File: config.mk
export PLATFORM = sky130hd
export DESIGN_NAME = lzss_ctrl
export DESIGN_NICKNAME = d
export VERILOG_FILES = /design/src/design/lzss_pkg.sv /design/src/design/lzss_ctrl.sv
export SDC_FILE = /design/constraint.sdc
export NUM_CORES = 1
export LEC_CHECK = 0
export BUFFER_PORTS_ARGS = -buffer_cell sky130_fd_sc_hd__buf_2
export CORE_AREA = 2 2 39 41
export CTS_CLUSTER_DIAMETER = 60
export DETAILED_ROUTE_END_ITERATION = 16
export DIE_AREA = 0 0 41 43
export PLACE_DENSITY = 0.3
export SLEW_MARGIN = 20
export SYNTH_ARGS = -nofsm -noshare
export SYNTH_HDL_FRONTEND = slang
export SYNTH_SLANG_ARGS = --single-unit
File: constraint.sdc
create_clock -name clk -period 1.9 [get_ports clk]
set_input_delay 0.19 -clock clk [delete_from_list [all_inputs] [get_ports clk]]
set_output_delay 0.19 -clock clk [all_outputs]
set_load 0.05 [all_outputs]
File: src/design/lzss_pkg.sv
`timescale 1ns / 1ps
// ----------------------------------------------------------------------------
// lzss_pkg
// Shared types and constants for the LZSS stream decoder.
// ----------------------------------------------------------------------------
package lzss_pkg;

  localparam int BYTE_W   = 8;
  localparam int POS_W    = 12;  // absolute ring position in a reference
  localparam int LEN_W    = 5;   // copy length, up to 15 + 2
  localparam int CNT_W    = 24;
  localparam int STAT_W   = 2;
  localparam int IDX_W    = 4;
  localparam int OUT_TDATA_W = 40;  // 34 bits of fields padded to 5 bytes
  localparam int OUT_TUSER_W = 2;

  localparam logic [BYTE_W-1:0] SPACE_CHAR = 8'h20;
  localparam logic [IDX_W-1:0]  FLAG_SPAN  = 4'd8;
  localparam logic [CNT_W-1:0]  CAP_RESET  = 24'hFFFFFF;

  // token phase
  localparam logic [1:0] PH_FLAG  = 2'd0;
  localparam logic [1:0] PH_TOKEN = 2'd1;
  localparam logic [1:0] PH_REF   = 2'd2;

  // stream status
  localparam logic [STAT_W-1:0] ERR_NONE  = 2'd0;
  localparam logic [STAT_W-1:0] ERR_TRUNC = 2'd1;
  localparam logic [STAT_W-1:0] ERR_OVF   = 2'd2;

  typedef struct packed {
    logic accept;  // input transfer taken this cycle
    logic sub;     // fold copy position back into the ring
    logic issue;   // first ring read of a copy
    logic step;    // emit one copied byte, read the next
  } ctrl_cmd_t;

  typedef struct packed {
    logic can_emit;   // output register free or draining
    logic ref_ready;  // next byte completes a reference
    logic pos_big;    // copy position still at or beyond ring size
    logic copy_done;  // current copy step is the final one
  } dp_stat_t;

endpackage

File: src/design/lzss_ctrl.sv
`timescale 1ns / 1ps
// ----------------------------------------------------------------------------
// lzss_ctrl
// Sequencer: takes input transfers, runs reference copies byte by byte.
// ----------------------------------------------------------------------------
module lzss_ctrl (
  input  logic                clk,
  input  logic                rst,
  input  logic                s_tvalid,
  output logic                s_tready,
  input  lzss_pkg::dp_stat_t  st,
  output lzss_pkg::ctrl_cmd_t cmd
);
  import lzss_pkg::*;

  localparam logic [1:0] ST_IN   = 2'd0;
  localparam logic [1:0] ST_RDC  = 2'd1;
  localparam logic [1:0] ST_COPY = 2'd2;

  logic [1:0] state, state_next;

  always_ff @(posedge clk) begin
    if (rst) begin
      state <= ST_IN;
    end else begin
      state <= state_next;
    end
  end

  always_comb begin
    cmd        = '0;
    s_tready   = 1'b0;
    state_next = state;
    unique case (state)
      ST_IN: begin
        s_tready = st.can_emit;
        if (s_tvalid && st.can_emit) begin
          cmd.accept = 1'b1;
          if (st.ref_ready) begin
            state_next = ST_RDC;
          end
        end
      end
      ST_RDC: begin
        if (st.pos_big) begin
          cmd.sub = 1'b1;
        end else begin
          cmd.issue  = 1'b1;
          state_next = ST_COPY;
        end
      end
      ST_COPY: begin
        if (st.can_emit) begin
          cmd.step = 1'b1;
          if (st.copy_done) begin
            state_next = ST_IN;
          end
        end
      end
      default: begin
        state_next = ST_IN;
      end
    endcase
  end

endmodule

==> metrics.md <==
| Metric | Value |
|---|---|
| DRC | 0 |
| Post-synthesis register bit count | 2 |
| P&R area growth vs syn | 80.4% |
| Reg2reg start | state[0]$_SDFFE_PP0P_ |
| Synth Area in Simple Gates | 0.526 |
| Xor/xnor cell area share of the yosys netlist | 0 |
| Rows | 14 |
| CTS tree | done |
| Slew HR | 0.832 |
| Routed via count | 161 |
| Largest family of logic cells by synthesized area | simple AND/OR/NAND/NOR gates |
| Final Power | 0.172 mW |
| Final instance area | 219 sq um |
| Pwr Density | 783 nW/um^2 |
| Largest net degree at the start of global routing | 7 |
| Clock sink count | 2 |
| DRT antenna net count | 0 |
| CTS Root Cell | clkbuf_4 |
| Reg2reg setup slack | 1.06 ns |
| Register area share after synthesis | 0.330 |
| YS warnings | 0 |
| Antenna violations before repair | 0 |
| CTS Buf Count | 3 |
| Final Hold Fails | 0 |
| Synth top area share | 0.330 |
| Multi-input gate area | 77.6 sq um |
| Hold path cells | 2 |
| Maximum capacitance violations | 0 |
| CP cell instances | nor3b_2 -> and2_1 -> buf_2 |
| Total track usage | 0.0541 |
| Place WS | 0.754 ns |
| Hold path startpoint | rst |
| FF-to-FF End | state[0]$_SDFFE_PP0P_ |
| Height of the die | 43 microns |
| H-tree levels | 1 |
| Largest register FFs | 2 |
| Post-synthesis compound-gate area fraction | 0.113 |
| Critical path data required time | 1.71 ns |
| Bufs and invs on worst path | 1 |
| Wire length per cell | 9.11 microns |
| RSZ-0062 raised after global routing | false |
| Final Critical Period | 1.38 ns |
| CP max stage delay | 0.36 ns |
| Maximum vdd drop | 0.132 mV |
| Asr flop ratio synth | 0 |
| Final wirelength | 401 microns |
| Fin crit share | 0.726 |
| Filler Cell Count | 167 |
| Worst Skew | 0.000984 ns |
| Antenna cell count | 0 |
| Synth Instances | 14 |
| Status | complete, no violations |
| CP max-delay cell | dfxtp_1 |
| Cell taking the most area after synthesis | dfxtp_1 |
| Hold WC Path Type | input pin to flop |
| Top Ports | 12 |
| Final WS setup | 0.520 ns |
| Clock transition at path regs | 0.03 ns |
| Setup violations, final | 0 |
| Synth top area cells | dfxtp_1 33%, nor3b_2 21%, a211oi_1 6.2% |
| TNS Setup | 0 ns |
| Fmax | 0.725 GHz |
| Syn Nets | 21 |
| Critical path peak fanout | 6 |
| Clock tree buffer depth | 2 |
| Pins over their slew limit | 0 |
| Share of cells above drive strength 1 | 0.607 |
| Vias in the first global route | 176 |
| Initial Utilization | 0.0877 |
| Worst-Margin Slew | 0.254 ns |
| Post-synthesis adder-cell area fraction | 0 |
| Commonest cells in the netlist | 2 x dfxtp_1, 2 x nand2_1, 2 x nor3b_2 |
| Hold-fix buffers, CTS | 0 |
| R2R cell count | 3 |
| Postcts setup bufs | 0 |
| Vias/cell | 3.66 |
| First-pass GRT wire length | 621 microns |
| Grt total ovfl | 0 |
| Die area | 1760 sq um |
| Syn Area/Cell | 8.67 sq um |
| Crit path arrival time | 1.19 ns |
| DRT iter0 DRCs | 1 |
| Nets | 37 |
| Largest regs | state x2 |
| Initial DRT Pass Iterations | 2 |
| Critical path type | flop to output port |
| Worst Hold Endpoint | state[1]$_SDFFE_PP0P_ |
| Dpl cell area | 196 sq um |
| Clk_lat worst skew | 0.22 ns |
| Crit end category | output port |
| Post-cts sizing count | 0 |
| Dominant synthesized flop cell | dfxtp_1 |
| Leak Pwr | 0.107 nW |
| Cell family with most CP delay | flip-flops |
| Post-synth EDFFs | 0 |
| Mux contribution to synthesized area | 0 |
| FF+latch area | 40.0 sq um |
| Routability cong. | 0.548 |
| Worst Setup Start Kind | flop |
| Mapped cell area | 121 sq um |
| Port Buf Inserts | 11 |
| Die X | 41 microns |
| Top reg by flops | state |
| Post-synthesis cell type count | 11 |
| Core area | 1380 sq um |
-- routing by layer --
metal | track usage | vias to the layer above | routed length, microns
met5 | 0 | - | 0
met4 | 0.0400 | 0 | 0
met3 | 0.0157 | 0 | 10
met2 | 0.103 | 2 | 268
met1 | 0.0382 | 78 | 123
li1 | - | 81 | -
-- power by group --
group / internal, mW / leakage, nW / switching (mW)
Clock: 0.0695 / 0.0138 / 0.0219
Combinational: 0.0116 / 0.0766 / 0.0232
Sequential: 0.0437 / 0.0162 / 0.00179
Total: 0.125 / 0.107 / 0.0468
-- layout by cell type, fill, tap and decap left out, drive strengths merged --
master | Yosys | final
and3 | 1 | 1
a211oi | 1 | 1
a31oi | 1 | 1
clkbuf | 0 | 3
nand2 | 2 | 2
dfxtp | 2 | 2
inv | 1 | 1
and2 | 1 | 1
nand4 | 1 | 1
buf | 0 | 11
nor2 | 1 | 1
nor3b | 3 | 3
-- stage by stage --
step | util | instances | hold WS (ns)
floorplan | - | 14 | 0.262
global placement | 0.142 | 41 | 0.373
detailed placement | 0.142 | 41 | 0.378
CTS | 0.158 | 44 | 0.146
global route | 0.158 | 44 | 0.151
finish | 0.158 | 44 | 0.149
-- how the worst max path moves through the flow --
| stage | startpoint | endpoint | slack (ns) | cells past startpoint |
|---|---|---|---|---|
| global placement | state[0]$_SDFFE_PP0P_ | cmd[2] | 0.72 | 3 |
| detailed placement | state[1]$_SDFFE_PP0P_ | cmd[3] | 0.75 | 3 |
| CTS | state[1]$_SDFFE_PP0P_ | cmd[3] | 0.51 | 3 |
| floorplan | state[0]$_SDFFE_PP0P_ | cmd[2] | 0.12 | 2 |
| finish | state[1]$_SDFFE_PP0P_ | cmd[3] | 0.52 | 3 |
| global route | state[0]$_SDFFE_PP0P_ | cmd[2] | 0.44 | 3 |
-- kinds of logic (layout without fill, tap and decap cells) --
logic type / count (synthesis) / after routing
AO/OA/AOI/OAI: 2 / 2
buffers and inverters: 1 / 15
flip-flops: 2 / 2
AND/OR/NAND/NOR: 9 / 9
-- final cells by class --
cell class / instances / area share
Tap cell: 16 / 0.0914
Multi-Input combinational cell: 11 / 0.354
Sequential cell: 2 / 0.183
Inverter: 1 / 0.0171
Timing Repair Buffer: 11 / 0.251
Clock buffer: 3 / 0.103
No activity file was read; power rests on OpenSTA's default activity.
